<file path="config.mk">
export PLATFORM = sky130hd
export DESIGN_NAME = rim_queue
export DESIGN_NICKNAME = d
export VERILOG_FILES = /design/src/rtl/rim_queue.sv
export SDC_FILE = /design/constraint.sdc
export NUM_CORES = 1
export LEC_CHECK = 0
export BUFFER_PORTS_ARGS = -buffer_cell sky130_fd_sc_hd__buf_2
export CAP_MARGIN = 20
export CELL_PAD_IN_SITES_DETAIL_PLACEMENT = 2
export CELL_PAD_IN_SITES_GLOBAL_PLACEMENT = 2
export CORE_MARGIN = 2
export CORE_UTILIZATION = 45
export DETAILED_ROUTE_END_ITERATION = 10
export MAX_ROUTING_LAYER = met4
export PLACE_DENSITY_LB_ADDON = 0.1
export SLEW_MARGIN = 15
export SYNTH_ARGS = -nofsm -noshare
export SYNTH_HDL_FRONTEND = slang
export SYNTH_SLANG_ARGS = --single-unit
</file>
<file path="constraint.sdc">
create_clock -name clk -period 3.31 [get_ports clk]
set_input_delay 0.662 -clock clk [delete_from_list [all_inputs] [get_ports clk]]
set_output_delay 0.662 -clock clk [all_outputs]
set_load 0.005 [all_outputs]
</file>
<file path="src/rtl/rim_queue.sv">
module rim_queue #(
    parameter int WIDTH = 64,
    parameter int DEPTH = 4
) (
    input  logic             clk,
    input  logic             rst_n,
    input  logic             push,
    input  logic [WIDTH-1:0] wdata,
    input  logic             pop,
    output logic             rd_valid,
    output logic [WIDTH-1:0] rdata,
    output logic             almost_full
);

    localparam int PTR_W = (DEPTH > 1) ? $clog2(DEPTH) : 1;
    localparam int CNT_W = $clog2(DEPTH + 1);

    logic [WIDTH-1:0] store_reg [DEPTH];
    logic [PTR_W-1:0] wr_ptr_reg;
    logic [PTR_W-1:0] wr_ptr_next;
    logic [PTR_W-1:0] rd_ptr_reg;
    logic [PTR_W-1:0] rd_ptr_next;
    logic [CNT_W-1:0] count_reg;
    logic [CNT_W-1:0] count_next;
    logic             do_pop;

    assign rd_valid    = (count_reg != '0);
    assign rdata       = store_reg[rd_ptr_reg];
    assign almost_full = (count_reg >= CNT_W'(DEPTH - 1));
    assign do_pop      = pop && rd_valid;

    always_comb
    begin
        wr_ptr_next = wr_ptr_reg;
        rd_ptr_next = rd_ptr_reg;
        count_next  = count_reg;
        if (push)
        begin
            wr_ptr_next = (wr_ptr_reg == PTR_W'(DEPTH - 1)) ? '0 : wr_ptr_reg + 1'b1;
        end
        if (do_pop)
        begin
            rd_ptr_next = (rd_ptr_reg == PTR_W'(DEPTH - 1)) ? '0 : rd_ptr_reg + 1'b1;
        end
        if (push && !do_pop)
        begin
            count_next = count_reg + 1'b1;
        end
        else if (do_pop && !push)
        begin
            count_next = count_reg - 1'b1;
        end
    end

    always_ff @(posedge clk or negedge rst_n)
    begin
        if (!rst_n)
        begin
            wr_ptr_reg <= '0;
            rd_ptr_reg <= '0;
            count_reg  <= '0;
        end
        else
        begin
            wr_ptr_reg <= wr_ptr_next;
            rd_ptr_reg <= rd_ptr_next;
            count_reg  <= count_next;
        end
    end

    always_ff @(posedge clk)
    begin
        if (push)
        begin
            store_reg[wr_ptr_reg] <= wdata;
        end
    end

endmodule

</file>
Yosys cells after proc, flatten, opt, wreduce, memory -nomap -nowiden
Memory sizes are Yosys's and may differ from the RTL's.
Index checks and enable logic that the tools add are counted.

cells by class
  $add $sub $neg = 4
  $mul = 0
  div/mod/pow operators = 0
  magnitude comparators = 1
  equal/unequal tests = 2
  shift-type cells = 0
  mux-type cells = 6
  bitwise logic cells = 0
  reduce and logical (&&, ||, !) cells = 7

operator list
  cell                 count
  $mux 3               2
  $add 2x1->2 const B  2
  $eq 2x2->1 const B   2
  $mux 2               2
  $add 3x1->3 const B  1
  $ge 3x2->1 const B   1
  $logic_and 1x1->1    3
  $reduce_bool 3->1    1
  $sub 3x1->3 const B  1
  $logic_not 1->1      2
  $mux 1               2
  $reduce_bool 2->1    1

storage, ports and cells
  flip-flop bits (word level) = 7
  latch bits = 0
  bits in writable memories = 256
  ROM bits = 0
  input port bits = 68
  word-level logic and storage cells = 24
  memories = 1

memory list
  memory     depth  bits a word  read ports  clocked after Yosys merged registers in  wr ports  RTL line  source
  store_reg  4      64           1           0                                        1         18        logic [WIDTH-1:0] store_reg [DEPTH];

Logic depth before layout (Yosys ltp)
  depth after elaboration = 5
  depth in mapped cells = 8
  mapped depth without buffers = 8

Worst setup path before layout
OpenSTA, ideal clock, no wires.

  kind = input to register
  start point = input push
  end point = memory store_reg[0][0], enable pin
  arrival = 2.169 ns
  required time = 2.881 ns
  slack = 0.713 ns
  cell stages on the path = 1
  buffers on the path = 0
  cell sequence = and2_1

between the ends
  longest elaborated chain between the ends = 2

ends and longest elaborated chain
  what                          RTL line  source
  start, declared               7         input logic push,
  $mux 1                        73        if (push)
  $mux 1 (implied by the code)  75        store_reg[wr_ptr_reg] <= wdata;
  end, declared                 18

Every way passes these cells.

Final worst setup path
  start point = register rd_ptr_reg[0]
  end point = output rdata[1]

between the ends
  longest elaborated chain between the ends = 1

ends and longest elaborated chain
  what                    RTL line  source
  start, declared         21        logic [PTR_W-1:0] rd_ptr_reg;
  start signal, assigned  66        rd_ptr_reg <= rd_ptr_next;
  $mem_v2 4x64            n/a
  end, declared           11        output logic [WIDTH-1:0] rdata,

Every way passes these cells.

==> impl_metrics.json <==
{
  "synth_nets": 446,
  "path_clk_slew_ps": 60,
  "synth.area.top_cells": "edfxtp_1, mux4_2, dfrtp_1",
  "grt_overflow": 0,
  "yosysTopAreaCellShare": 0.7969,
  "setup_slack_ps": 244.6,
  "rsz0062_at_grt": "false",
  "fin_crit_sh": 0.9261,
  "grt_pass1_wl_um": 32040,
  "max_freq_mhz": 326.2,
  "end_kind": "output port",
  "grt_antenna_before_repair": 3,
  "p_leak_uw": 0.003987,
  "hold_end": "store_reg[0][21]",
  "crit_buf_inv": 2,
  "hold-path-cell-count": 1,
  "via_per_inst": 5.348,
  "arrival_ps": 2400,
  "nets": 607,
  "seq_area_frac_synth": 0.8150,
  "regToRegSetupSlack_ps": 1050,
  "hold_violations": 0,
  "dpl_worst_slack_ps": 748.4,
  "place_inst": 777,
  "synth.cell_area_um2": 9647,
  "worst_slew_pin_slew_ps": 744.6,
  "max_stage_delay_ps": 910,
  "numCtsBuffers": 27,
  "crit_chain": "buf_12, mux4_2, buf_2",
  "r2r_cells": 8,
  "crit_fanout": 34,
  "firstDrtPassIters": 4,
  "fin_tns_setup_ps": 0,
  "rows": 53,
  "cp-startpoint": "rd_ptr_reg[0]",
  "ir_worst_vdd_v": 0.0006649,
  "r2r-start": "count_reg[0]",
  "power_uw": 10060,
  "post-route-min-period_ps": 3065,
  "dr_total_vias": 4428,
  "yosysTopAreaCell": "edfxtp_1",
  "relSlewSlack": 0.5036,
  "numPortBuffers": 133,
  "critPathTopFamily": "flip-flops",
  "drv_cap": 0,
  "ios": 134,
  "critPathLaunchType": "flop",
  "htree_levels": 1,
  "timing.rr.end": "count_reg[2]",
  "drive_gt1_frac": 0.4699,
  "synth_cells": 371,
  "min_path_type": "primary input to flop",
  "fin_worst_skew_ps": 8.631,
  "fp.dieH_um": 150.4,
  "grt_usage": 0.2019,
  "wl_um": 21620,
  "wl_per_cell_um": 26.11,
  "hold_path.startpoint": "wdata[21]",
  "initial_core_util": 0.4589,
  "area_growth_pct": 19.96,
  "setup_violations": 0,
  "place_hpwl_um": 13770,
  "cts_sinks": 263,
  "ys_ff_latch": 263,
  "dieArea_um2": 22620,
  "drv_slew": 0,
  "drtIter0Drc": 164,
  "n_fill_cell": 1715,
  "ant_nets": 0,
  "cts_tree": "yes",
  "grt_pass1_vias": 4988,
  "root_buffer": "clkbuf_16",
  "largest_register_ffs": 256,
  "final_cells": 828,
  "status": "finished clean",
  "yosysWarnings": 0,
  "place.gp.congestion": 0.6906,
  "postSynthAreaPerCell_um2": 26.00,
  "cpMaxStageDelayCell": "dfrtp_4",
  "critPathRequiredTime_ps": 2650,
  "die_x_um": 150.4,
  "path_class": "flop to output port",
  "clock_latency_ps": 530,
  "clockBufferDepth": 3,
  "cts_setup_buffers": 0,
  "design.core.area_um2": 21020,
  "p_per_area_nw_per_um2": 869.7,
  "drc_errors": 0,
  "post_synth_num_cell_types": 19,
  "grt_max_degree": 47
}
==> cells in the mapped netlist (all sizes together) <==
cell type / n
edfxtp: 256
mux4: 64
buf: 13
dfrtp: 7
ha: 6
and2: 4
inv: 3
mux2: 3
nand2: 3
nor2: 3
o21ai: 2
xor2: 2
a21o: 1
clkbuf: 1
fa: 1
or3: 1
xnor2: 1
==> power by group <==
part	switching [µW]	internal, µW	total [µW]
sequential	430	4280	4710
combinational	1140	1370	2510
clock	1210	1630	2850
==> how the worst max path moves through the flow <==
| stage | slack (ps) | cells after the start | endpoint |
|---|---|---|---|
| 2_1_floorplan | 710 | 1 | store_reg[0][0] |
| 3_3_place_gp | 750 | 3 | rdata[39] |
| 3_5_place_dp | 750 | 3 | rdata[24] |
| 4_1_cts | 170 | 3 | rdata[39] |
| 5_1_grt | 90 | 3 | rdata[1] |
| 6_report | 240 | 3 | rdata[1] |
==> stage by stage <==
| stage | cell area (µm²) | hold WS (ps) | utilization |
|---|---|---|---|
| 6_report | 11570 | 331.6 | 0.5505 |
| 5_1_grt | 11570 | 320.6 | 0.5504 |
| 4_1_cts | 11560 | 314.3 | 0.5500 |
| 3_5_place_dp | 10730 | 515.6 | 0.5106 |
| 3_3_place_gp | 10730 | 478.1 | 0.5106 |
| 2_1_floorplan | 9647 | 366.4 | - |
==> cell usage in the layout (no fill, tap or decap) <==
cell,instances
mux4_2,64
nand2_1,3
mux2_2,3
buf_4,6
buf_2,133
buf_12,6
edfxtp_1,256
inv_6,1
dfrtp_4,2
inv_1,3
ha_1,6
clkinv_1,1
nor2_1,3
dlygate4sd3_1,1
bufinv_16,1
o21ai_0,2
xnor2_1,1
diode_2,4
clkinv_2,8
clkbuf_1,5
fa_1,1
and2_4,4
clkbuf_16,27
dfrtp_1,5
a21o_1,1
xor2_1,2
or3_1,1
clkbuf_8,3
==> metal layers <==
metal  GRT usage  part of all wire  vias up
met5           -                 0        -
met4     0.06321             0.025        0
met3     0.03576             0.044       47
met2      0.3425              0.53      121
met1      0.2495              0.40     2346
li1            -                 -     1914
==> cells by family (layout without fill, tap and decap cells) <==
group,count (synthesis),count (layout),share of synthesized area
other cells,0,4,0
fa+ha+maj,7,7,0.009857
compound gates,3,3,0.001816
flops,263,263,0.8150
simple gates,11,11,0.005577
mux,67,67,0.1529
xor+xnor,3,3,0.002724
buf+inv,17,195,0.01206
==> final cells by class <==
| type | count | area, µm² | area share |
|---|---|---|---|
| Multi-Input combinational cell | 91 | 1678 | 0.1450 |
| Antenna cell | 4 | 10.01 | 0.0008650 |
| Clock inverter | 11 | 82.58 | 0.007136 |
| Inverter | 3 | 11.26 | 0.0009731 |
| Clock buffer | 35 | 735.7 | 0.06357 |
| Timing Repair Buffer | 146 | 840.8 | 0.07266 |
| Sequential cell | 263 | 7870 | 0.6801 |
| Tap cell | 275 | 344.1 | 0.02973 |
==> repair_timing <==
action,in CTS,in global routing
hold buffers,1,0
resized for setup,0,0
hold endpoints to repair,7,0
(Power assumes the default switching activity.)
