`src/rtl/rim_pkg.sv`:
```
package rim_pkg;

    localparam int SIDE_W      = 8;
    localparam int CS_W        = 16;
    localparam int FRAC_BITS   = 14;
    localparam int PROD_W      = 25;
    localparam int CRD_W       = 12;
    localparam int BOX_W       = 12;
    localparam int IJ_W        = 12;
    localparam int MPROD_W     = 28;
    localparam int MAP_W       = 15;
    localparam int PIX_W       = 32;
    localparam int BG_W        = 24;
    localparam int OUT_W       = 9;
    localparam int ST_W        = 2;
    localparam int KIND_W      = 2;
    localparam int QUEUE_DEPTH = 4;
    localparam int REG_ADDR_W  = 5;
    localparam int REG_IDX_W   = 3;
    localparam int DATA_W      = 32;

    localparam logic CMD_WRITE = 1'b0;
    localparam logic CMD_READ  = 1'b1;

    localparam logic [KIND_W-1:0] KIND_WRITE   = 2'd0;
    localparam logic [KIND_W-1:0] KIND_MAP     = 2'd1;
    localparam logic [KIND_W-1:0] KIND_OUTSIDE = 2'd2;

    localparam logic [ST_W-1:0] ST_COPY    = 2'd0;
    localparam logic [ST_W-1:0] ST_BG      = 2'd1;
    localparam logic [ST_W-1:0] ST_OUTSIDE = 2'd2;

    localparam logic [REG_IDX_W-1:0] REG_SRC_WIDTH  = 3'd0;
    localparam logic [REG_IDX_W-1:0] REG_SRC_HEIGHT = 3'd1;
    localparam logic [REG_IDX_W-1:0] REG_COSINE     = 3'd2;
    localparam logic [REG_IDX_W-1:0] REG_SINE       = 3'd3;
    localparam logic [REG_IDX_W-1:0] REG_BACKGROUND = 3'd4;

    localparam logic [OUT_W-1:0] OUT_MAX = 9'h1FF;

    typedef struct packed {
        logic [SIDE_W-1:0]        w;
        logic [SIDE_W-1:0]        h;
        logic signed [CS_W-1:0]   cosv;
        logic signed [CS_W-1:0]   sinv;
        logic signed [CRD_W-1:0]  ox;
        logic signed [CRD_W-1:0]  oy;
        logic [BOX_W-1:0]         nw;
        logic [BOX_W-1:0]         nh;
        logic [PIX_W-1:0]         bg_pixel;
    } geom_t;

    typedef struct packed {
        logic [KIND_W-1:0]       kind;
        logic signed [IJ_W-1:0]  i;
        logic signed [IJ_W-1:0]  j;
        logic [PIX_W-1:0]        pixel;
    } qent_t;

    function automatic logic signed [31:0] q14_trunc(input logic signed [31:0] v);
        logic signed [31:0] bias;
        bias = (32'sd1 <<< FRAC_BITS) - 32'sd1;
        if (v < 32'sd0)
        begin
            q14_trunc = (v + bias) >>> FRAC_BITS;
        end
        else
        begin
            q14_trunc = v >>> FRAC_BITS;
        end
    endfunction

    function automatic logic signed [CRD_W-1:0] crd_min(
        input logic signed [CRD_W-1:0] a,
        input logic signed [CRD_W-1:0] b
    );
        crd_min = (a < b) ? a : b;
    endfunction

    function automatic logic signed [CRD_W-1:0] crd_max(
        input logic signed [CRD_W-1:0] a,
        input logic signed [CRD_W-1:0] b
    );
        crd_max = (a > b) ? a : b;
    endfunction

endpackage

```
`src/rtl/rim_geom.sv`:
```
module rim_geom #(
    parameter int MAX_SIDE = 128
) (
    input  logic                                clk,
    input  logic                                rst_n,
    input  logic                                psel,
    input  logic                                penable,
    input  logic                                pwrite,
    input  logic [rim_pkg::REG_ADDR_W-1:0]      paddr,
    input  logic [rim_pkg::DATA_W-1:0]          pwdata,
    output logic [rim_pkg::DATA_W-1:0]          prdata,
    output rim_pkg::geom_t                      geom,
    output logic                                settle
);

    localparam int SIDE_W    = rim_pkg::SIDE_W;
    localparam int CS_W      = rim_pkg::CS_W;
    localparam int PROD_W    = rim_pkg::PROD_W;
    localparam int CRD_W     = rim_pkg::CRD_W;
    localparam int BOX_W     = rim_pkg::BOX_W;
    localparam int BG_W      = rim_pkg::BG_W;
    localparam int DATA_W    = rim_pkg::DATA_W;
    localparam int REG_IDX_W = rim_pkg::REG_IDX_W;
    localparam logic [1:0] SETTLE_CYCLES = 2'd3;

    logic [SIDE_W-1:0]        width_reg;
    logic [SIDE_W-1:0]        height_reg;
    logic signed [CS_W-1:0]   cos_reg;
    logic signed [CS_W-1:0]   sin_reg;
    logic [BG_W-1:0]          bg_reg;
    logic [1:0]               settle_reg;
    logic [1:0]               settle_next;
    logic                     cfg_we;
    logic [REG_IDX_W-1:0]     cfg_idx;

    logic [SIDE_W-1:0]        w_cl_next;
    logic [SIDE_W-1:0]        h_cl_next;
    logic [SIDE_W-1:0]        w_cl_reg;
    logic [SIDE_W-1:0]        h_cl_reg;
    logic signed [PROD_W-1:0] p_wc_reg;
    logic signed [PROD_W-1:0] p_ws_reg;
    logic signed [PROD_W-1:0] p_hc_reg;
    logic signed [PROD_W-1:0] p_hs_reg;

    logic signed [CRD_W-1:0]  x1_reg;
    logic signed [CRD_W-1:0]  y1_reg;
    logic signed [CRD_W-1:0]  x2_reg;
    logic signed [CRD_W-1:0]  y2_reg;
    logic signed [CRD_W-1:0]  x3_reg;
    logic signed [CRD_W-1:0]  y3_reg;

    logic signed [CRD_W-1:0]  minx_next;
    logic signed [CRD_W-1:0]  maxx_next;
    logic signed [CRD_W-1:0]  miny_next;
    logic signed [CRD_W-1:0]  maxy_next;
    logic signed [CRD_W-1:0]  minx_reg;
    logic signed [CRD_W-1:0]  miny_reg;
    logic [BOX_W-1:0]         nw_reg;
    logic [BOX_W-1:0]         nh_reg;

    assign cfg_we  = psel && penable && pwrite;
    assign cfg_idx = paddr[rim_pkg::REG_ADDR_W-1:2];

    always_comb
    begin
        unique case (cfg_idx)
            rim_pkg::REG_SRC_WIDTH:  prdata = DATA_W'(width_reg);
            rim_pkg::REG_SRC_HEIGHT: prdata = DATA_W'(height_reg);
            rim_pkg::REG_COSINE:     prdata = DATA_W'($unsigned(cos_reg));
            rim_pkg::REG_SINE:       prdata = DATA_W'($unsigned(sin_reg));
            rim_pkg::REG_BACKGROUND: prdata = DATA_W'(bg_reg);
            default:                 prdata = '0;
        endcase
    end

    always_comb
    begin
        settle_next = settle_reg;
        if (cfg_we)
        begin
            settle_next = SETTLE_CYCLES;
        end
        else if (settle_reg != 2'd0)
        begin
            settle_next = settle_reg - 2'd1;
        end
    end

    always_ff @(posedge clk or negedge rst_n)
    begin
        if (!rst_n)
        begin
            width_reg  <= 8'd128;
            height_reg <= 8'd128;
            cos_reg    <= 16'sd16384;
            sin_reg    <= 16'sd0;
            bg_reg     <= '0;
            settle_reg <= SETTLE_CYCLES;
        end
        else
        begin
            settle_reg <= settle_next;
            if (cfg_we)
            begin
                unique case (cfg_idx)
                    rim_pkg::REG_SRC_WIDTH:  width_reg  <= pwdata[SIDE_W-1:0];
                    rim_pkg::REG_SRC_HEIGHT: height_reg <= pwdata[SIDE_W-1:0];
                    rim_pkg::REG_COSINE:     cos_reg    <= $signed(pwdata[CS_W-1:0]);
                    rim_pkg::REG_SINE:       sin_reg    <= $signed(pwdata[CS_W-1:0]);
                    rim_pkg::REG_BACKGROUND: bg_reg     <= pwdata[BG_W-1:0];
                    default:                 ;
                endcase
            end
        end
    end

    assign settle = (settle_reg != 2'd0);

    assign w_cl_next = (32'(width_reg) > MAX_SIDE) ? SIDE_W'(MAX_SIDE) : width_reg;
    assign h_cl_next = (32'(height_reg) > MAX_SIDE) ? SIDE_W'(MAX_SIDE) : height_reg;

    always_ff @(posedge clk)
    begin
        w_cl_reg <= w_cl_next;
        h_cl_reg <= h_cl_next;
        p_wc_reg <= $signed({1'b0, w_cl_next}) * cos_reg;
        p_ws_reg <= $signed({1'b0, w_cl_next}) * sin_reg;
        p_hc_reg <= $signed({1'b0, h_cl_next}) * cos_reg;
        p_hs_reg <= $signed({1'b0, h_cl_next}) * sin_reg;
    end

    always_ff @(posedge clk)
    begin
        x1_reg <= CRD_W'(rim_pkg::q14_trunc(32'(p_wc_reg)));
        y1_reg <= CRD_W'(-rim_pkg::q14_trunc(32'(p_ws_reg)));
        x2_reg <= CRD_W'(rim_pkg::q14_trunc(32'(p_hs_reg)));
        y2_reg <= CRD_W'(rim_pkg::q14_trunc(32'(p_hc_reg)));
        x3_reg <= CRD_W'(rim_pkg::q14_trunc(32'(p_wc_reg) + 32'(p_hs_reg)));
        y3_reg <= CRD_W'(rim_pkg::q14_trunc(32'(p_hc_reg) - 32'(p_ws_reg)));
    end

    always_comb
    begin
        minx_next = rim_pkg::crd_min(rim_pkg::crd_min('0, x1_reg),
                                     rim_pkg::crd_min(x2_reg, x3_reg));
        maxx_next = rim_pkg::crd_max(rim_pkg::crd_max('0, x1_reg),
                                     rim_pkg::crd_max(x2_reg, x3_reg));
        miny_next = rim_pkg::crd_min(rim_pkg::crd_min('0, y1_reg),
                                     rim_pkg::crd_min(y2_reg, y3_reg));
        maxy_next = rim_pkg::crd_max(rim_pkg::crd_max('0, y1_reg),
                                     rim_pkg::crd_max(y2_reg, y3_reg));
    end

    always_ff @(posedge clk)
    begin
        minx_reg <= minx_next;
        miny_reg <= miny_next;
        nw_reg   <= BOX_W'((CRD_W + 1)'(maxx_next) - (CRD_W + 1)'(minx_next));
        nh_reg   <= BOX_W'((CRD_W + 1)'(maxy_next) - (CRD_W + 1)'(miny_next));
    end

    always_comb
    begin
        geom.w        = w_cl_reg;
        geom.h        = h_cl_reg;
        geom.cosv     = cos_reg;
        geom.sinv     = sin_reg;
        geom.ox       = minx_reg;
        geom.oy       = miny_reg;
        geom.nw       = nw_reg;
        geom.nh       = nh_reg;
        geom.bg_pixel = {8'h00, bg_reg[7:0], bg_reg[15:8], bg_reg[23:16]};
    end

endmodule

```
`config.mk`:
```
export PLATFORM = sky130hd
export DESIGN_NAME = rim_geom
export DESIGN_NICKNAME = d
export VERILOG_FILES = /design/src/rtl/rim_pkg.sv /design/src/rtl/rim_geom.sv
export SDC_FILE = /design/constraint.sdc
export NUM_CORES = 2
export LEC_CHECK = 0
export ABC_CLOCK_PERIOD_IN_PS = 7100
export BUFFER_PORTS_ARGS = -buffer_cell sky130_fd_sc_hd__buf_2
export CAP_MARGIN = 40
export CORE_UTILIZATION = 55
export CTS_CLUSTER_DIAMETER = 30
export DETAILED_ROUTE_END_ITERATION = 8
export PLACE_DENSITY = 0.83
export REMOVE_ABC_BUFFERS = 1
export SYNTH_ARGS = -nofsm -noshare
export SYNTH_HDL_FRONTEND = slang
export SYNTH_SLANG_ARGS = --single-unit
export TNS_END_PERCENT = 10
```
`constraint.sdc`:
```
create_clock -name clk -period 7.1 [get_ports clk]
set_input_delay 0.355 -clock clk [delete_from_list [all_inputs] [get_ports clk]]
set_output_delay 0.355 -clock clk [all_outputs]
set_load 0.1 [all_outputs]
```
# Yosys cells after proc, flatten, opt, wreduce, memory -nomap -nowiden
# Cells that the tools add are included.
# Widths: inputs -> output; s select.
# op_classes
add_sub_neg	12
mul	4
n_div	0
magnitude_cmp	20
eq_ne	4
n_shift	0
n_mux	23
n_bitwise	0
n_reduce_logical	10
# ops
operator	count
$mux 12	18
$pmux 24 s5	1
$add 25x15->26 const B	4
$lt 25x1->1 const B	4
$mul 9x16->25	4
$add 26x15->26 const B	2
$lt 26x1->1 const B	2
$gt 12x12->1	4
$lt 12x12->1	4
$add 25x25->26	1
$sub 25x25->26	1
$gt 1x12->1 const A	2
$lt 1x12->1 const A	2
$sub 12x12->12	2
$gt 8x8->1 const B	2
$mux 8	2
$neg 12->12	1
$reduce_and 2->1	5
$eq 3x2->1 const B	2
$mux 2	2
$reduce_bool 2->1	2
$eq 3x1->1 const B	1
$eq 3x3->1 const B	1
$logic_not 3->1	1
2 further kinds	3
# word_totals
reg_bits	310
latchBits	0
mem_bits_rw	0
romBits	0
input_bits	42
output_inout_bits	161
wordCells	95
n_memories	0

# Longest topological paths before layout
# logic_depth
depth_word	5
ltp_mapped	35
depth_no_buf	33

# Least setup slack after synthesis
# No wires, ideal clock.
# synth_path
path_type	reg-to-reg
from	register x3_reg[5]
to	register nw_reg[10]
setup_time_ns	0.072
t_arrival_ns	6.301
required_ns	7.028
setup_slack_ns	0.727
stages_incl_launch_ff	36
n_path_buf	3
synth_period_minus_slack_ns	6.373
cell_sequence	dfxtp_1 > inv_1 > ha_1 > a21o_1 > a21o_1 > a21oi_1 > or2_2 > a41oi_1 > o31a_1 > buf_2 > mux2i_1 > ha_1 > a21o_1 > a21oi_1 > o221ai_1 > o2111ai_1 > a21boi_0 > o311ai_0 > o21a_1 > clkbuf_1 > clkbuf_1 > nor2_1 > a21oi_1 > ha_1 > inv_1 > fa_1 > a21o_1 > a21oi_1 > o21bai_1 > a21oi_1 > nor2b_1 > o21a_1 > o21ai_0 > nand2b_1 > a21oi_1 > xnor2_1
# synth_between
elab_chain_len	5
elab_cells_between_ends	9
cone_classes	add/sub: 1; order compare: 4; mux: 4
# synth_rtl
element	line_no	text
start: declaration	rim_geom.sv:49	logic signed [CRD_W-1:0] x3_reg;
start signal: assignment	rim_geom.sv:138	x3_reg <= CRD_W'(rim_pkg::q14_trunc(32'(p_wc_reg) + 32'(p_hs_reg)));
$gt 12x12->1 or $lt 12x12->1 (tied branches)	rim_pkg.sv:84, rim_pkg.sv:77	
$mux 12 (on tied branches)	rim_pkg.sv:84, rim_pkg.sv:77	
$gt 12x12->1 or $lt 12x12->1 (tied branches)	rim_pkg.sv:84, rim_pkg.sv:77	
$mux 12 (on tied branches)	rim_pkg.sv:84, rim_pkg.sv:77	
$sub 12x12->12 (*)	rim_geom.sv:158	nw_reg <= BOX_W'((CRD_W + 1)'(maxx_next) - (CRD_W + 1)'(minx_next));
end signal: assignment	rim_geom.sv:158	
end: declaration	rim_geom.sv:58	logic [BOX_W-1:0] nw_reg;
# Mark *: on every way between the ends. The rest lies on a longest branch, timed or not.
# A chain may end at the register's enable or synchronous reset.

# Worst setup path in the final report
# layout_path
from	register width_reg[7]
to	register p_wc_reg[23]
# layout_between
elab_chain_len	3
# layout_rtl
element	line_no	text
start: declaration	rim_geom.sv:26	logic [SIDE_W-1:0] width_reg;
start signal: assignment	rim_geom.sv:106	rim_pkg::REG_SRC_WIDTH: width_reg <= pwdata[SIDE_W-1:0];
$gt 8x8->1	rim_geom.sv:119	assign w_cl_next = (32'(width_reg) > MAX_SIDE) ? SIDE_W'(MAX_SIDE) : width_reg;
$mux 8 (*)	rim_geom.sv:119	
$mul 9x16->25 (*)	rim_geom.sv:126	p_wc_reg <= $signed({1'b0, w_cl_next}) * cos_reg;
end signal: assignment	rim_geom.sv:126	
end: declaration	rim_geom.sv:40	logic signed [PROD_W-1:0] p_wc_reg;
# Marks and branches as above.

==> metrics <==
initial antenna violation count=3; Sink Count=just over 300; Post-synth EDFFs=0; post-synthesis cell type count=82; Routed WL=slightly below 90000 um; Reg2Reg Depth=21; Die W=around 250 um; sequential area share after synthesis=between 10% and 20%; Post-synth ARST share=23.9%; status=finished clean; # setup viols final=0; CTS Root Cell=clkbuf_16; Fin Hold WS=about 0.024 ns; worst skew pair latency=around 0.62 ns; startpoint types=flop; Ys Warns=0; HPWL after DPL=approximately 66000 um; total of max-cap violations=0; Starting Density=a little under three fifths; Final ANT Viol Nets=0; GRT Residual Overflow=0; share of cells above drive strength 1=~12%; layout net count=just under 5000; Reg2Reg Capture Point=p_wc_reg[23]; final hold viol count=0; H-Tree Depth=3; wire per inst=between 15 and 20 um; Die H=between 200 and 300 um; hold depth=2; critical path type=reg2reg; Critical Path Sink Type=flop; Period minus WS final=approximately 6.5 ns; total track usage=approximately 28%; Final Wtd Congestion=0.910; vias in the first global route=between 20000 and 30000; Slew HR=between 30% and 40%; Hold Crit Class=in2reg; Worst EP required=~7.6 ns; Synth Area per Inst=8.91 um2; Synth top area share=a little under a quarter; final setup TNS=0 ns; final setup skew=0.0427 ns; DRT iter0 DRCs=~1700; Post-Syn Instances=about 3900; core area=slightly above 0.06 mm2; Yosys reg bits=between 300 and 400; mapped cell area=about 0.035 mm2; hold_sp=pwdata[15]; Reg clk slew, reported paths=around 0.050 ns; pin count of the biggest net entering global routing=62; final slew viol count=0; first-pass GRT wire length=approximately 140000 um; actual slew at the worst max-slew pin=a little over 1 ns; RSZ-0062 raised after global routing=no; IO Port Bufs=176; CTS tree=built; flop-to-flop setup slack=~0.60 ns; CP arrival=between 6 and 7 ns; Max Freq=154 MHz; largest area contributor in the netlist=fa_1; Final Cycle Share=between 90% and 100%; number of remaining DRC errors=0; leading post-synthesis cells by cell area=fa_1 24%, dfxtp_1 14%, ha_1 12%, inv_1 8.0%, dfrtp_1 5.0%; CTS Buffer Depth=3; DRT Pass-1 Iters=5; total vias in the final route=27649; io pins=203; Row Count=between 90 and 100; Crit Reg-Reg Startpoint=width_reg[7]; mean number of vias per cell=around 5.6; maximum fanout along the worst path=24; Top FF cell, synth=dfxtp_1; Die Area=~0.064 mm2; Hold Path Sink=cos_reg[15]; total CTS buffers=70; synthesis-to-finish area growth=13.3%
## synth_stat cells, types with 57 or more instances
| cell | number |
|---|---|
| inv_1 | 739 |
| nand2_1 | 436 |
| fa_1 | 412 |
| ha_1 | 346 |
| dfxtp_1 | 236 |
| and2_1 | 224 |
| xnor2_1 | 139 |
| a21oi_1 | 137 |
| nor2_1 | 127 |
| clkbuf_1 | 117 |
| mux2_2 | 93 |
| mux2i_1 | 78 |
| dfrtp_1 | 69 |
| xor2_1 | 63 |
| o21ai_0 | 61 |
| a21o_1 | 57 |
## cell usage in the layout, fill, tap and decap left out, types with 63 or more instances in the layout
master     synthesis  layout
inv_1            739     739
nand2_1          436     436
fa_1             412     412
ha_1             346     346
dfxtp_1          236     236
and2_1           224     224
buf_2              8     175
xnor2_1          139     139
a21oi_1          137     137
nor2_1           127     126
mux2_2            93      93
mux2i_1           78      77
clkbuf_16          0      72
dfrtp_1           69      69
xor2_1            63      63
## area by class of cell
type / instances / area, um2
tap: 837 / 1050
clock buffer: 90 / 1980
multi-input combinational: 2705 / 24800
timing repair buffer: 245 / 1560
inverter: 739 / 2770
antenna: 4 / 10.0
fill: 4845 / 22700
sequential: 310 / 6580
clock inverter: 35 / 515
## per-stage QoR
step | util, % | instance area, um2 | std cells | setup slack [ns]
5_1_grt | 63.4 | 39200 | 4964 | 0.0370
2_1_floorplan | - | 34100 | 3754 | -0.648
4_1_cts | 63.3 | 39200 | 4960 | 0.516
6_report | 63.4 | 39300 | 4965 | 0.602
3_3_place_gp | 58.8 | 36400 | 4812 | 0.761
3_5_place_dp | 59.1 | 36600 | 4825 | 0.622
## repair_timing
| item | in CTS | in global routing |
|---|---|---|
| endpoints found under the setup margin | 0 | 2 |
| hold buffers | 10 | 0 |
| gates resized for setup | 0 | 1 |
| buffers inserted | 0 | 1 |
| endpoints found under the hold margin | 79 | 0 |
## worst max path at each step
| stage | endpoint | slack [ns] | startpoint | depth (start not counted) |
|---|---|---|---|---|
| 2_1_floorplan | nh_reg[11] | -0.65 | y3_reg[11] | 30 |
| 3_3_place_gp | nw_reg[10] | 0.76 | x3_reg[5] | 33 |
| 3_5_place_dp | nw_reg[10] | 0.62 | x3_reg[5] | 33 |
| 4_1_cts | nw_reg[10] | 0.52 | x3_reg[5] | 33 |
| 5_1_grt | nw_reg[10] | 0.04 | x3_reg[5] | 33 |
| 6_report | p_wc_reg[23] | 0.60 | width_reg[7] | 21 |
## logic make-up (layout without fill, tap and decap cells)
| group | after synthesis | in the layout | share of synthesized area, % |
|---|---|---|---|
| mux | 171 | 171 | 5.28 |
| fa+ha+maj | 758 | 758 | 36.3 |
| compound gates | 454 | 454 | 8.70 |
| flops | 310 | 310 | 19.0 |
| simple gates | 1104 | 1104 | 15.8 |
| xor+xnor | 202 | 202 | 5.11 |
| other cells | 1 | 20 | 0.0108 |
| buf+inv | 887 | 1109 | 9.81 |
## worst max-delay path, stage by stage, from the launching register on
cell,delay (ns)
dfstp_2,0.54
nor2b_2,0.72
buf_4,0.42
nand2_1,0.13
fa_1,0.56
inv_1,0.05
fa_1,0.50
inv_1,0.05
fa_1,0.48
inv_1,0.06
fa_1,0.48
ha_1,0.36
a21o_1,0.18
a21oi_1,0.31
nor2b_1,0.09
a21oi_1,0.18
a31oi_1,0.13
o21ai_0,0.25
a21boi_0,0.13
o21a_1,0.21
o41ai_1,0.37
xnor2_1,0.14
## routing by layer
layer | global-route usage (%) | vias up | wire [um]
li1 | - | 12742 | -
met2 | 46.7 | 1129 | 41200
met4 | 14.0 | 0 | 3970
met3 | 5.68 | 288 | 6850
met5 | 0 | - | 0
met1 | 34.3 | 13490 | 35000
Power is left out: the tool's default activity adds up to more than one toggle a clock period on the data nets, which glitch-free logic cannot reach.
