### config.mk
export PLATFORM = sky130hd
export DESIGN_NAME = rim_front
export DESIGN_NICKNAME = d
export VERILOG_FILES = /design/src/rtl/rim_pkg.sv /design/src/rtl/rim_front.sv
export SDC_FILE = /design/constraint.sdc
export NUM_CORES = 1
export LEC_CHECK = 0
export BUFFER_PORTS_ARGS = -buffer_cell sky130_fd_sc_hd__buf_2
export CORE_AREA = 2 2 100 102
export DETAILED_ROUTE_END_ITERATION = 10
export DIE_AREA = 0 0 102 104
export GPL_TIMING_DRIVEN = 0
export PLACE_DENSITY = 0.66
export SETUP_SLACK_MARGIN = 0.5
export SLEW_MARGIN = 20
export SYNTH_ARGS = -nofsm -noshare
export SYNTH_HDL_FRONTEND = slang
export SYNTH_SLANG_ARGS = --single-unit
### constraint.sdc
create_clock -name clk -period 7.8 [get_ports clk]
set_clock_uncertainty 0.2 [all_clocks]
set_input_delay 1.56 -clock clk [delete_from_list [all_inputs] [get_ports clk]]
set_output_delay 1.56 -clock clk [all_outputs]
set_load 0.005 [all_outputs]
### src/rtl/rim_pkg.sv
package rim_pkg;

    localparam int SIDE_W      = 8;
    localparam int CS_W        = 16;
    localparam int FRAC_BITS   = 14;
    localparam int PROD_W      = 25;
    localparam int CRD_W       = 12;
    localparam int BOX_W       = 12;
    localparam int IJ_W        = 12;
    localparam int MPROD_W     = 28;
    localparam int MAP_W       = 15;
    localparam int PIX_W       = 32;
    localparam int BG_W        = 24;
    localparam int OUT_W       = 9;
    localparam int ST_W        = 2;
    localparam int KIND_W      = 2;
    localparam int QUEUE_DEPTH = 4;
    localparam int REG_ADDR_W  = 5;
    localparam int REG_IDX_W   = 3;
    localparam int DATA_W      = 32;

    localparam logic CMD_WRITE = 1'b0;
    localparam logic CMD_READ  = 1'b1;

    localparam logic [KIND_W-1:0] KIND_WRITE   = 2'd0;
    localparam logic [KIND_W-1:0] KIND_MAP     = 2'd1;
    localparam logic [KIND_W-1:0] KIND_OUTSIDE = 2'd2;

    localparam logic [ST_W-1:0] ST_COPY    = 2'd0;
    localparam logic [ST_W-1:0] ST_BG      = 2'd1;
    localparam logic [ST_W-1:0] ST_OUTSIDE = 2'd2;

    localparam logic [REG_IDX_W-1:0] REG_SRC_WIDTH  = 3'd0;
    localparam logic [REG_IDX_W-1:0] REG_SRC_HEIGHT = 3'd1;
    localparam logic [REG_IDX_W-1:0] REG_COSINE     = 3'd2;
    localparam logic [REG_IDX_W-1:0] REG_SINE       = 3'd3;
    localparam logic [REG_IDX_W-1:0] REG_BACKGROUND = 3'd4;

    localparam logic [OUT_W-1:0] OUT_MAX = 9'h1FF;

    typedef struct packed {
        logic [SIDE_W-1:0]        w;
        logic [SIDE_W-1:0]        h;
        logic signed [CS_W-1:0]   cosv;
        logic signed [CS_W-1:0]   sinv;
        logic signed [CRD_W-1:0]  ox;
        logic signed [CRD_W-1:0]  oy;
        logic [BOX_W-1:0]         nw;
        logic [BOX_W-1:0]         nh;
        logic [PIX_W-1:0]         bg_pixel;
    } geom_t;

    typedef struct packed {
        logic [KIND_W-1:0]       kind;
        logic signed [IJ_W-1:0]  i;
        logic signed [IJ_W-1:0]  j;
        logic [PIX_W-1:0]        pixel;
    } qent_t;

    function automatic logic signed [31:0] q14_trunc(input logic signed [31:0] v);
        logic signed [31:0] bias;
        bias = (32'sd1 <<< FRAC_BITS) - 32'sd1;
        if (v < 32'sd0)
        begin
            q14_trunc = (v + bias) >>> FRAC_BITS;
        end
        else
        begin
            q14_trunc = v >>> FRAC_BITS;
        end
    endfunction

    function automatic logic signed [CRD_W-1:0] crd_min(
        input logic signed [CRD_W-1:0] a,
        input logic signed [CRD_W-1:0] b
    );
        crd_min = (a < b) ? a : b;
    endfunction

    function automatic logic signed [CRD_W-1:0] crd_max(
        input logic signed [CRD_W-1:0] a,
        input logic signed [CRD_W-1:0] b
    );
        crd_max = (a > b) ? a : b;
    endfunction

endpackage

### src/rtl/rim_front.sv
module rim_front #(
    parameter int MAX_SIDE = 128,
    parameter int ADDR_W   = 14
) (
    input  logic                          clk,
    input  logic                          rst_n,
    input  logic                          start,
    output logic                          busy,
    input  logic                          command,
    input  logic [7:0]                    column,
    input  logic [7:0]                    line,
    input  logic [rim_pkg::PIX_W-1:0]     pixel_in,
    input  rim_pkg::geom_t                geom,
    input  logic                          settle,
    input  logic                          q_almost_full,
    output logic                          push,
    output rim_pkg::qent_t                push_ent,
    output logic [ADDR_W-1:0]             push_waddr
);

    localparam int BOX_W = rim_pkg::BOX_W;
    localparam int IJ_W  = rim_pkg::IJ_W;
    localparam int PIX_W = rim_pkg::PIX_W;

    logic              valid_reg;
    logic              cmd_reg;
    logic [7:0]        col_reg;
    logic [7:0]        line_reg;
    logic [PIX_W-1:0]  pix_reg;
    logic              accept;
    logic              in_range;
    logic              outside;

    assign busy   = settle || q_almost_full;
    assign accept = start && !busy;

    always_ff @(posedge clk or negedge rst_n)
    begin
        if (!rst_n)
        begin
            valid_reg <= 1'b0;
        end
        else
        begin
            valid_reg <= accept;
        end
    end

    always_ff @(posedge clk)
    begin
        if (accept)
        begin
            cmd_reg  <= command;
            col_reg  <= column;
            line_reg <= line;
            pix_reg  <= pixel_in;
        end
    end

    assign in_range = (32'(col_reg) < MAX_SIDE) && (32'(line_reg) < MAX_SIDE);
    assign outside  = (BOX_W'(col_reg) >= geom.nw) || (BOX_W'(line_reg) >= geom.nh);

    always_comb
    begin
        priority if (cmd_reg == rim_pkg::CMD_WRITE)
        begin
            push_ent.kind = rim_pkg::KIND_WRITE;
        end
        else if (outside)
        begin
            push_ent.kind = rim_pkg::KIND_OUTSIDE;
        end
        else
        begin
            push_ent.kind = rim_pkg::KIND_MAP;
        end
        push_ent.i     = geom.ox + IJ_W'(col_reg);
        push_ent.j     = geom.oy + IJ_W'(line_reg);
        push_ent.pixel = pix_reg;
    end

    assign push_waddr = ADDR_W'(ADDR_W'(line_reg) * ADDR_W'(MAX_SIDE) + ADDR_W'(col_reg));

    // drop writes that fall outside the store
    assign push = valid_reg && ((cmd_reg == rim_pkg::CMD_READ) || in_range);

endmodule

Yosys cells after proc, flatten, opt, wreduce, memory -nomap -nowiden

Cells that the tools add are included.

Add/sub/neg operators: 3
Multipliers: 0
Div/mod/pow operators: 0
$lt $le $gt $ge: 4
Eq/ne operators: 0
Shift operators: 0
Mux-type cells: 2
Bitwise logic cells: 0
Reduce and logical (&&, ||, !) cells: 7

Operators by type and width:

| cell                 | count |
|---|---|
| $add A12 B8 Y12      | 2 |
| $ge A8 B12 Y1        | 2 |
| $lt A8 B8 Y1 const B | 2 |
| $add A14 B8 Y14      | 1 |
| $mux W2              | 2 |
| $logic_and A1 B1 Y1  | 3 |
| $logic_or A1 B1 Y1   | 3 |
| $logic_not A1 Y1     | 1 |

Register bits after elaboration: 50
Latch bits: 0
Bits in writable memories: 0
Memory bits (read-only): 0
Bits of input ports: 182
Output and inout bits: 74
Logic and storage cells: 21
Memories kept: 0

Longest topological paths before layout

Gate-level depths: netlist (run 1).

Word-level depth: 4
Mapped depth: 7
Depth with buffers taken out: 7

Worst setup path before layout (run 1)

OpenSTA, ideal clock, no wires.

Path type: in2out
Start: in geom[56] (netlist name)
End: out push_ent[42] (netlist name)
Arrival time: 3.002 ns
Data required time: 6.040 ns
Setup slack: 3.038 ns
Stages: 7
Path buffers: 0
Cells stage by stage: ha_1 > fa_1 > a211oi_1 > o21bai_1 > o41ai_2 > nor3_1 > xor2_1

RTL lines:

| what        | RTL line        | source |
|---|---|---|
| from (decl) | rim_front.sv:13 | `input rim_pkg::geom_t geom,` |
| to (decl)   | rim_front.sv:17 | `output rim_pkg::qent_t push_ent,` |

==> results.md, run 1 <==
Run status:
- The run finished with clean final reports.

Floorplan:
- The number of top-level pins is 256.
- The die outline area is 10600 um^2.
- For this configuration, the core starts out at a cell density of 29.8%.
- The horizontal die dimension is 102 um.
- The vertical extent of the die is 104 um.
- After floorplanning, the core was sized to cover 9550 um^2.
- The floorplan has 36 rows.

Drt:
- The total via count after detailed routing is 2389.
- The detailed router finished its first iteration with 58 violations.
- The final wirelength is 7420 um.
- For this run, design rule violations remaining after detail routing come to 0.
- The number of nets with antenna violations after routing is 0.
- The first-pass iteration count of the detailed router is 4.
- In the final routed layout, each cell accounts on average for 13.7 um.
- The via density per instance is 4.40.

Logic synthesis:
- The proportion of synthesized flip-flops having asynchronous set or reset is 2.00%.
- The fraction of the yosys area taken by sequential cells is 52.6%.
- The count of flip-flops with a built-in enable after synthesis is 49.
- The simple-gate share of the synthesized area is 7.66%.
- The net count of the mapped netlist is 444.
- After synthesis, the share of cell area in mux cells is 0%.
- The post-synthesis share of cell area spent on full adders, half adders and majority gates is 16.4%.
- For this run, the number of Yosys warnings is 0.
- The post-synthesis instance area is 2840 um^2.
- The synthesized netlist devotes 7.70% of its cell area to XOR and XNOR gates.
- After synthesis, the largest family of logic cells by area is adder cells.
- The average instance in the mapped netlist occupies 12.6 um^2.
- The post-synthesis compound-gate area fraction is 11.4%.
- The dominant register cell in the synthesized netlist is sky130_fd_sc_hd__edfxtp_1.
- Synthesis produced 226 cells.
- Counting distinct cell types in the post-synthesis netlist gives 37.
- The flip-flop and latch count after synthesis is 50.

Global routing:
- The overall fraction of global-route tracks in use is 14.1%.
- The remaining global-route overflow is 0.
- Entering global routing, the biggest net connects 32 pins.
- The via count of the first global-routing pass was 2560.
- The first global-routing pass estimated 11700 um of wire.
- The initial antenna violation count is 0.

Power:
- In this run switching power makes up 24.8% of total power.
- The sequential share of power is 49.4%.
- The power dissipated by switching net loads is 0.000159 W.
- The static leakage is 1.94 nW.
- Combinational logic burns 22.8% of the power.
- The internal power is 0.000483 W.
- In this run the power density over the cells is 159 nW/um^2.
- Per report_power, the clock group accounts for 27.8% of the total.
- The overall power is 0.000642 W.
- IR analysis of the VDD net gives a maximum drop of 0.185 mV.

Hold path:
- The min-delay analysis places its worst path in the category in -> async.

Critical path:
- In this run the worst path has a maximum fanout of 3.
- The data arrival time of the worst path is 3.35 ns.
- The delay of the slowest cell on the worst path is 0.44 ns.
- The largest individual stage delay along the critical path comes from the cell sky130_fd_sc_hd__fa_1.
- The most numerous cell type found on the critical path is sky130_fd_sc_hd__buf_2.
- The worst setup path is of the in -> out kind.
- The worst setup path is captured at a primary output.
- The nature of the critical path startpoint is a primary input.
- STA puts the critical path data required time at 6.04 ns.
- The signal on the critical path passes through buf_2 > ha_1 > fa_1 > a211oi_1 > o21bai_1 > o41ai_2 > nor3_1 > xor2_1 > buf_2.

Cells and area:
- The design area is 4030 um^2.
- The count of nets after finishing is 627.
- Of the cells placed in the final design, the portion with a size suffix greater than 1 is 48.5%.
- At the end of the flow the core is filled with cells to 42.2%.
- The number of antenna diodes in the final layout is 0.
- The library cell used most frequently in the layout, excluding fill and tap cells, is sky130_fd_sc_hd__buf_2.
- The growth of design area from synthesis to finish is 41.6%.
- In the layout the commonest cells are sky130_fd_sc_hd__buf_2, sky130_fd_sc_hd__edfxtp_1, sky130_fd_sc_hd__ha_1.
- The register with the most flip-flops in the layout has 32 of them.

Timing:
- In this run the tightest slew margin relative to its limit is 60.3%.
- At the pin with the least slew margin, the transition time is 0.593 ns.
- The ratio of final minimum period to clock period is 65.5%.
- Setup slack closes at 2.69 ns.
- The count of final max-slew check failures was 0.
- In the final timing run, aggregate negative setup slack is 0 ns.
- Setup violations remaining at the end of the flow were counted as 0.
- The final period demand of the worst path is 5.11 ns.
- The count of final hold-check violations is 0.
- The peak clock frequency supported by timing is 0.196 GHz.
- Setup repair after global routing left no endpoint under its margin.

Clocking:
- The number of buffers on the longest clock path is 2.
- The post-cts sizing count is 0.
- The root buffer cell chosen for the clock tree is sky130_fd_sc_hd__clkbuf_8.
- The total CTS buffers is 5.
- Clock-pin slew was measured on the worst setup and hold paths at 0.09 ns.
- TritonCTS built the clock tree.
- The H-tree was split into 2 levels.
- The count of buffers added by post-CTS timing repair for setup is 0.
- The CTS sink count is 50.
- After clock tree synthesis, the flow added hold-fix buffers numbering 0.

Run:
- The tool flagged a number of max-cap violations equal to 0.

Place:
- The total cell area at the placement stage is 3910 um^2.
- Timing analysis after detailed placement gives a worst setup slack of 2.69 ns.
- Detailed placement ended at an HPWL of 6430 um.
- During placement, the flow inserted port buffers numbering 175.
- The congestion estimate from routability-driven global placement came to 0.794.
==> metrics by stage <==
stage | hold slack [ns] | instances
detailed placement | 1.14 | 535
global route | 0.799 | 543
floorplan | 1.06 | 226
finish | 0.817 | 543
global placement | 1.14 | 534
CTS | 0.805 | 543
==> Yosys cell counts (all sizes together), types with 2 or more instances <==
| master | n | area, um^2 |
|---|---|---|
| xnor2 | 15 | 131 |
| a21oi | 13 | 65.1 |
| o211ai | 3 | 27.5 |
| nand2b | 5 | 31.3 |
| buf | 7 | 52.6 |
| o21bai | 2 | 15.0 |
| fa | 2 | 40.0 |
| and3 | 3 | 18.8 |
| nor3 | 2 | 10.0 |
| a31oi | 4 | 25.0 |
| xor2 | 10 | 87.6 |
| nor2 | 11 | 41.3 |
| edfxtp | 49 | 1470 |
| a211oi | 3 | 32.5 |
| or2 | 2 | 12.5 |
| o21ai | 8 | 40.0 |
| inv | 18 | 67.6 |
| a21o | 9 | 68.8 |
| ha | 34 | 425 |
| nand3 | 7 | 35.0 |
| nand2 | 8 | 30.0 |
==> critical path, delay by kind of cell <==
| family | cells | cell delay [ns] |
|---|---|---|
| adders and majority gates | 2 | 0.68 |
| AOI/OAI and AO/OA | 3 | 0.64 |
| buffers and inverters | 2 | 0.23 |
| xor gates and xnor gates | 1 | 0.14 |
| and+or+nand+nor | 1 | 0.09 |
==> kinds of logic (layout without fill, tap and decap cells) <==
| family | count (synthesis) | after routing |
|---|---|---|
| AND/OR/NAND/NOR | 43 | 43 |
| AO/OA/AOI/OAI | 47 | 47 |
| flip-flops | 50 | 50 |
| buffers and inverters | 25 | 209 |
| adder cells (fa/ha/maj) | 36 | 36 |
| XOR/XNOR | 25 | 25 |
==> area by class of cell <==
cell class / count / area (um^2)
Inverter: 18 / 67.6
Multi-Input combinational cell: 151 / 1230
Buffer: 7 / 52.6
Sequential cell: 50 / 1500
Clock buffer: 5 / 68.8
Clock inverter: 3 / 43.8
Tap cell: 133 / 166
Fill cell: 945 / 5520
Timing Repair Buffer: 176 / 896
==> path summary, 6_finish.rpt <==
| check | from | to | slack (ns) | cells past startpoint |
|---|---|---|---|---|
| max in group asynchronous | rst_n | valid_reg | 6.50 | 1 |
| min | rst_n | valid_reg | 0.82 | 1 |
| max | geom[56] | push_ent[42] | 2.69 | 9 |
| min in group clk | pixel_in[18] | pix_reg[18] | 1.23 | 1 |
==> power groups by stage <==
stage          clock (W)  combinational (W)  sequential (W)
6_report        0.000179           0.000146        0.000317
5_1_grt         0.000194           0.000166        0.000319
4_1_cts         0.000186           0.000149        0.000317
3_5_place_dp           0           0.000148        0.000323
3_3_place_gp           0           0.000144        0.000324
2_1_floorplan          0          0.0000745        0.000322
==> metal layers <==
metal  track usage (%)  part of all wire (%)
met5                 0                     0
met4              5.14                   2.2
met3              5.04                    11
met2              23.8                    45
met1              16.2                    42
(Power assumes the default switching activity.)
==> run 2, diff against run 1 <==
Settings changed: ABC_AREA set to 1, PLACE_DENSITY 0.66 to 0.72.
Clock period 7.8 ns to 4.63 ns, I/O delays scaled along.
==> run 2 against run 1 <==
  * Clock power rose by 51%
  * Critical path depth rose by 1
  * Sequential power rose by 68%
  * Combinational power rose by 82%
  * Sequential share of layout area fell by 2.5 points
  * Hold slack got worse by 0.64 ns
  * Final area rose by 7.1%
  * Core utilization rose by 3.0 points
==> results.md, run 2 <==
Global routing:
- The overall fraction of global-route tracks in use is 15.8% (+1.8 points).
- The remaining global-route overflow is 0 (unchanged).
- The via count of the first global-routing pass is 2878 (+12%).
- The initial antenna violation count was 0 (unchanged).
- The pin count of the biggest net entering global routing was 32 (unchanged).
- The first-pass GRT wire length is 13100 um (+13%).

Floorplan:
- The cell row count is 36 (unchanged).
- The placeable core region is 9550 um^2 (unchanged).
- The starting density of the core is 33.0% (+3.2 points).
- The horizontal die dimension is 102 um (unchanged).
- The vertical extent of the die is 104 um (unchanged).
- The die outline area is 10600 um^2 (unchanged).
- The number of top-level pins is 256 (unchanged).

Cells and area:
- The design area was 4310 um^2 (+7.1%).
- The count of nets after finishing is 738 (+18%).
- The number of diodes added for antenna fixing was 0 (unchanged).
- The growth of design area from synthesis to finish is 36.9%.
- The most common cell after layout, fill and taps aside is sky130_fd_sc_hd__buf_2.
- The proportion of layout cells with a drive suffix above 1 is 39.3% (-9.2 points).
- The number of flip-flops in the largest register was 32 (unchanged).
- Leaving out fill and tap cells, the most frequent cells in the layout are sky130_fd_sc_hd__buf_2, sky130_fd_sc_hd__nand2_1, sky130_fd_sc_hd__inv_1.

Critical path:
- The most frequent cell on the critical path is sky130_fd_sc_hd__nand2_1.
- The worst setup path is captured at a primary output.
- The critical path data required time is 3.50 ns (-2.54 ns).
- Walking the worst path, the cells encountered are buf_2 > ha_1 > fa_1 > nand2_1 > o21ai_2 > inv_1 > o21ai_1 > nand2_1 > nand2_1 > buf_2.
- The data arrival time of the worst path was 2.28 ns (-1.07 ns).
- The worst setup path is of the in -> out kind.
- The critical path's slowest cell is sky130_fd_sc_hd__fa_1.
- The delay of the slowest cell on the worst path is 0.44 ns (about the same).
- The nature of the critical path startpoint is a primary input.
- The highest net fanout along the worst path is 3 (unchanged).

Logic synthesis:
- The mean instance size in the synthesized netlist was 9.34 um^2 (-26%).
- Summed over all instances, the cell type with the most area after synthesis is sky130_fd_sc_hd__edfxtp_1.
- The count of flip-flops with a built-in enable after synthesis is 49 (unchanged).
- The commonest cells after synthesis are sky130_fd_sc_hd__nand2_1, sky130_fd_sc_hd__inv_1, sky130_fd_sc_hd__edfxtp_1, sky130_fd_sc_hd__ha_1, sky130_fd_sc_hd__nor2_1.
- The net count of the mapped netlist is 555 (+25%).
- The cell count after synthesis is 337 (+49%).
- The fraction of the yosys area taken by sequential cells is 47.5% (-5.1 points).
- Ranked by total cell area, the synthesized netlist is headed by sky130_fd_sc_hd__edfxtp_1, sky130_fd_sc_hd__ha_1, sky130_fd_sc_hd__nand2_1, sky130_fd_sc_hd__inv_1, sky130_fd_sc_hd__xor2_1.
- The number of library cell types mapped by synthesis is 24 (-35%).
- The proportion of synthesized flip-flops having asynchronous set or reset is 2.00% (unchanged).
- In the synthesized netlist the dominant register cell turns out to be sky130_fd_sc_hd__edfxtp_1.
- The flip-flop and latch count after synthesis was 50 (unchanged).
- The fraction of synthesized cell area taken by the top area cell type is 46.7% (-5.0 points).
- By instance count, the leading cell after synthesis is sky130_fd_sc_hd__nand2_1.
- The post-synthesis instance area is 3150 um^2 (+11%).
- The total of warnings raised by yosys is 0 (unchanged).

Run status:
- The flow ran to the end, and the final reports show no timing, DRC or antenna violations.

Drt:
- The number of DRC violations after detailed routing is 0 (unchanged).
- The via density per instance came to 4.40 (about the same).
- The final wirelength is 8320 um (+12%).
- The average wire per standard cell is 12.7 um (-7.0%).
- The number of nets with antenna violations after routing is 0 (unchanged).
- The total via count after detailed routing is 2875 (+20%).
- The violation count after the first detailed-route iteration came to 120 (+110%).
- The first-pass iteration count of the detailed router was 4 (unchanged).

Clocking:
- The CTS tree is built.
- The number of buffers on the longest clock path is 2 (unchanged).
- The maximum level of the CTS H-tree is 2 (unchanged).
- The count of buffers added by post-CTS timing repair for setup is 0 (unchanged).
- The CTS sink count is 50 (unchanged).
- The total CTS buffers is 5 (unchanged).
- The quantity of hold-fixing buffers added after cts is 0 (unchanged).
- CTS placed an instance of sky130_fd_sc_hd__clkbuf_8 at the clock tree root.
- The post-cts sizing count is 0 (unchanged).
- The clock transition at the registers of the reported paths is 0.10 ns (about the same).

Run:
- The max capacitance violation total is 0 (unchanged).

Timing:
- The final worst hold slack is 0.174 ns (-0.643 ns).
- The aggregate negative setup slack is 0 ns (unchanged).
- The smallest setup slack after layout is 1.23 ns (-1.46 ns).
- The count of final max-slew check failures is 0 (unchanged).
- The actual transition at the worst max-transition pin is 0.633 ns (+0.0400 ns).
- The clock period could shrink to 3.40 ns.
- The count of final setup violators is 0 (unchanged).
- Timing would allow up to 0.294 GHz.
- The count of final hold-check violations was 0 (unchanged).
- The ratio of final minimum period to clock period is 73.5%.
- Setup repair after global routing left no endpoint under its margin.
- The worst relative slew slack is 57.7% (-2.7 points).

Power:
- The power per cell area was 248 nW/um^2 (+56%).
- The worst ir drop on vdd came to 0.233 mV (+26%).
- The overall power was 0.00107 W (+67%).
- The static leakage is 2.25 nW (+16%).

Place:
- The quantity of I/O buffers inserted on ports is 175 (unchanged).
- The total cell area at the placement stage was 4220 um^2 (+7.8%).
- The total half-perimeter wirelength after legalization and detailed placement is 7120 um (+11%).
- The final weighted congestion of routability-driven global placement was 0.862 (+8.5%).
- The minimum setup slack after placement is 1.24 ns (-1.46 ns).

Hold path:
- The type of the tightest min-delay check is in -> async.
## run 2: cell count changes in the layout (fill, tap and decap cells not counted), moves of 4 or more
cell,previous run,this run
sky130_fd_sc_hd__xor2_1,10,15
sky130_fd_sc_hd__nand2b_1,5,0
sky130_fd_sc_hd__xnor2_1,15,2
sky130_fd_sc_hd__nand4_1,0,4
sky130_fd_sc_hd__inv_1,18,51
sky130_fd_sc_hd__nor2_1,10,28
sky130_fd_sc_hd__nand2_1,8,80
sky130_fd_sc_hd__a31oi_1,4,0
sky130_fd_sc_hd__a21o_1,8,2
sky130_fd_sc_hd__nand2_2,0,5
sky130_fd_sc_hd__nand3_1,7,23
## run 2: final timing paths
check / start / endpoint / slack [ns] / cells after the start
setup / recovery: geom[68] / push_ent[50] / 1.23 / 10
hold / removal: rst_n / valid_reg / 0.17 / 1
max in group asynchronous: rst_n / valid_reg / 3.97 / 1
min in group clk: column[1] / col_reg[1] / 0.58 / 1
## run 2: report_power, final
| group | internal [W] | leakage (nW) | switching [W] |
|---|---|---|---|
| Combinational | 0.000126 | 1.74 | 0.000140 |
| Clock | 0.000110 | 0.0489 | 0.000160 |
| Sequential | 0.000521 | 0.463 | 0.0000117 |
## run 2: layout make-up
cell class / count / area (um^2)
Multi-Input combinational cell: 228 / 1410
Clock inverter: 3 / 22.5
Buffer: 7 / 52.6
Inverter: 52 / 195
Fill cell: 970 / 5240
Sequential cell: 50 / 1500
Timing Repair Buffer: 176 / 896
Clock buffer: 5 / 68.8
Tap cell: 133 / 166
## run 2: per-stage QoR
step           std cells  util (%)
3_3_place_gp         645      43.9
4_1_cts              654      45.1
2_1_floorplan        337         -
3_5_place_dp         646      44.2
6_report             654      45.1
5_1_grt              654      45.1
## run 2: cells by family (layout without fill, tap and decap cells)
| family | count (synthesis) | after routing | synth area share, % |
|---|---|---|---|
| DFF | 50 | 50 | 47.5 |
| buffers and inverters | 59 | 243 | 7.87 |
| AOI/OAI and AO/OA | 29 | 29 | 5.49 |
| adders and majority gates | 36 | 36 | 14.8 |
| and+or+nand+nor | 146 | 146 | 19.6 |
| xor gates and xnor gates | 17 | 17 | 4.73 |
## run 2: metal layers
metal	wire, um	vias up	share of wire (%)	track usage (%)
li1	-	1477	-	-
met4	100	0	1.2	4.10
met3	838	7	10	5.85
met5	0	-	0	0
met1	3520	1261	42	18.9
met2	3850	130	46	26.7
## run 2: worst max-delay path, delay by kind of cell
family,cells,cell delay (ns)
adders and majority gates,2,0.67
and+or+nand+nor,3,0.22
AOI/OAI and AO/OA,2,0.13
buffers and inverters,3,0.32
==> run 3, diff against run 2 <==
Settings changed: PLACE_DENSITY 0.72 to 0.69.
Clock period 4.63 ns to 3.5 ns, I/O delays scaled along.
==> run 3 against run 2 <==
  * Critical path type unchanged
  * Largest cell class unchanged
  * First-iteration DRC count down 26%
  * Via count rose by 1.6%
  * Setup slack worse by 0.64 ns
  * Critical endpoint is now push_ent[39]
  * Hold slack gained 0.19 ns
  * Critical path depth shrank 3
  * Non-clock buffer count up 11
==> results.md, run 3 (synthesized netlist as in run 2, its figures left out) <==
Global routing:
- The via count of the first global-routing pass was 2881 (+0.10%).
- The initial antenna violation count is 0 (unchanged).
- The pin count of the biggest net entering global routing is 27 (-16%).
- The overall fraction of global-route tracks in use is 15.9% (+0.081 points).
- The remaining global-route overflow came to 0 (unchanged).
- The first-pass GRT wire length is 13200 um (+0.53%).

Cells and area:
- The most common cell after layout, fill and taps aside is sky130_fd_sc_hd__buf_2.
- The library cells used most frequently in the layout, excluding fill and tap cells, are sky130_fd_sc_hd__buf_2, sky130_fd_sc_hd__nand2_1, sky130_fd_sc_hd__inv_1.
- The proportion of layout cells with a drive suffix above 1 is 41.2% (+1.8 points).
- The number of diodes added for antenna fixing is 0 (unchanged).
- The number of flip-flops in the largest register is 32 (unchanged).
- The count of nets after finishing is 749 (+1.5%).
- The layout filler cell count is 928 (-4.3%).
- The final non-filler cell total is 665 (+1.7%).
- The growth of design area from synthesis to finish is 40.9%.

Run status:
- The run finished with clean final reports.

Power:
- The power per cell area is 333 nW/um^2 (+34%).
- The static leakage is 2.30 nW (+2.4%).
- The worst ir drop on vdd is 0.261 mV (+12%).

Drt:
- The final wirelength was 8580 um (+3.2%).
- The total via count after detailed routing is 2921 (+1.6%).
- The average wire per standard cell is 12.9 um (+1.5%).
- The number of nets with antenna violations after routing is 0 (unchanged).
- The first-pass iteration count of the detailed router is 4 (unchanged).
- The number of DRC violations after detailed routing was 0 (unchanged).
- The via density per instance is 4.39 (about the same).
- The violation count after the first detailed-route iteration was 89 (-26%).

Hold path:
- Counting instances, the worst hold path has a depth of 1.
- The startpoint of the tightest hold check path is pixel_in[3].
- The min-delay analysis places its worst path in the category in -> reg.

Timing:
- Setup repair after global routing could not meet its margin everywhere.
- The actual transition at the worst max-transition pin is 0.743 ns (+0.109 ns).
- The aggregate negative setup slack is 0 ns (unchanged).
- The final period demand of the worst path is 2.91 ns.
- The count of final hold-check violations was 0 (unchanged).
- The count of final max-slew check failures came to 0 (unchanged).
- The count of final setup violators is 0 (unchanged).
- For this run, the top clock speed supported by timing is 0.344 GHz.
- The final critical path takes up 83.0% of the cycle.
- The worst relative slew slack is 50.4% (-7.3 points).

Clocking:
- The CTS sink count was 50 (unchanged).
- The clock transition at the registers of the reported paths came to 0.09 ns (about the same).
- TritonCTS built the clock tree.
- The clock tree root driver cell is sky130_fd_sc_hd__clkbuf_8.
- The maximum level of the CTS H-tree is 2 (unchanged).
- The number of buffers on the longest clock path is 2 (unchanged).
- The total CTS buffers is 5 (unchanged).

Place:
- The cell total after placement is 646 (unchanged).
- The quantity of I/O buffers inserted on ports is 175 (unchanged).
- The final weighted congestion of routability-driven global placement was 0.891 (+3.4%).
- The total half-perimeter wirelength after legalization and detailed placement is 7260 um (+2.0%).

Critical path:
- The data arrival time of the worst path is 2.01 ns (-0.27 ns).
- The kind of critical path is in -> out.
- The worst setup path is launched from a primary input.
- Tracing the worst setup path back leads to its startpoint at geom[62].
- The highest net fanout along the worst path came to 6 (+3).
- STA classifies the critical path endpoint as a primary output.
- The critical path data required time is 2.60 ns (-0.90 ns).

Floorplan:
- The horizontal die dimension came to 102 um (unchanged).
- The cell row count is 36 (unchanged).
- The placeable core region is 9550 um^2 (unchanged).
- The die outline area is 10600 um^2 (unchanged).
- The number of top-level pins is 256 (unchanged).
- The starting density of the core was 33.0% (unchanged).
- The vertical extent of the die came to 104 um (unchanged).

Run:
- The max capacitance violation total was 0 (unchanged).
[run 3: metal layers]
layer / up-vias / track usage [%] / part of all wire (%)
li1: 1495 / - / -
met1: 1283 / 19.2 / 42
met2: 134 / 26.5 / 46
met3: 9 / 5.78 / 10
met4: 0 / 4.48 / 1.5
met5: - / 0 / 0
[run 3: area by class of cell]
class,count,area [um^2],share of cell area [%]
sequential,50,1500,33.7
tap,133,166,3.75
buffer,7,52.6,1.18
inverter,52,195,4.40
clock inverter,2,37.5,0.846
clock buffer,6,72.6,1.64
timing repair buffer,187,988,22.3
multi-input combinational,228,1430,32.2
[run 3: path summary, 6_finish.rpt]
path,to
min in group asynchronous,valid_reg
max,push_ent[39]
max in group asynchronous,valid_reg
min,pix_reg[3]
[run 3: repair_timing]
action | 4_1_cts | 5_1_grt
setup endpoints to repair | 1 | 7
buffers inserted | 0 | 10
resized for setup | 1 | 4
gates cloned | 0 | 0
hold buffers | 1 | 0
endpoints found under the hold margin | 1 | 0
[run 3: where the power goes]
part	total, W	internal, W	leakage (nW)	switching (W)
registers	0.000703	0.000689	0.463	0.0000142
logic	0.000369	0.000177	1.79	0.000193
clock network	0.000404	0.000213	0.0514	0.000190
[run 3: metrics by stage]
stage | setup slack, ns | hold WS [ns] | utilization (%) | total power [W] | area [um^2]
floorplan | 0.571 | 0.204 | - | 0.000900 | 3150
global placement | 0.0255 | 0.276 | 43.9 | 0.00107 | 4190
detailed placement | 0.551 | 0.277 | 44.2 | 0.00108 | 4230
CTS | 0.517 | 0.349 | 45.6 | 0.00149 | 4350
global route | 0.480 | 0.344 | 46.5 | 0.00157 | 4440
finish | 0.593 | 0.367 | 46.5 | 0.00148 | 4440
[run 3: worst max-delay path, stage by stage]
cell and delay [ns]:
sky130_fd_sc_hd__buf_2 0.10, sky130_fd_sc_hd__ha_1 0.38, sky130_fd_sc_hd__a21oi_1 0.26, sky130_fd_sc_hd__nand2_1 0.11, sky130_fd_sc_hd__a21oi_1 0.17, sky130_fd_sc_hd__xnor2_1 0.14
sky130_fd_sc_hd__buf_2 0.14
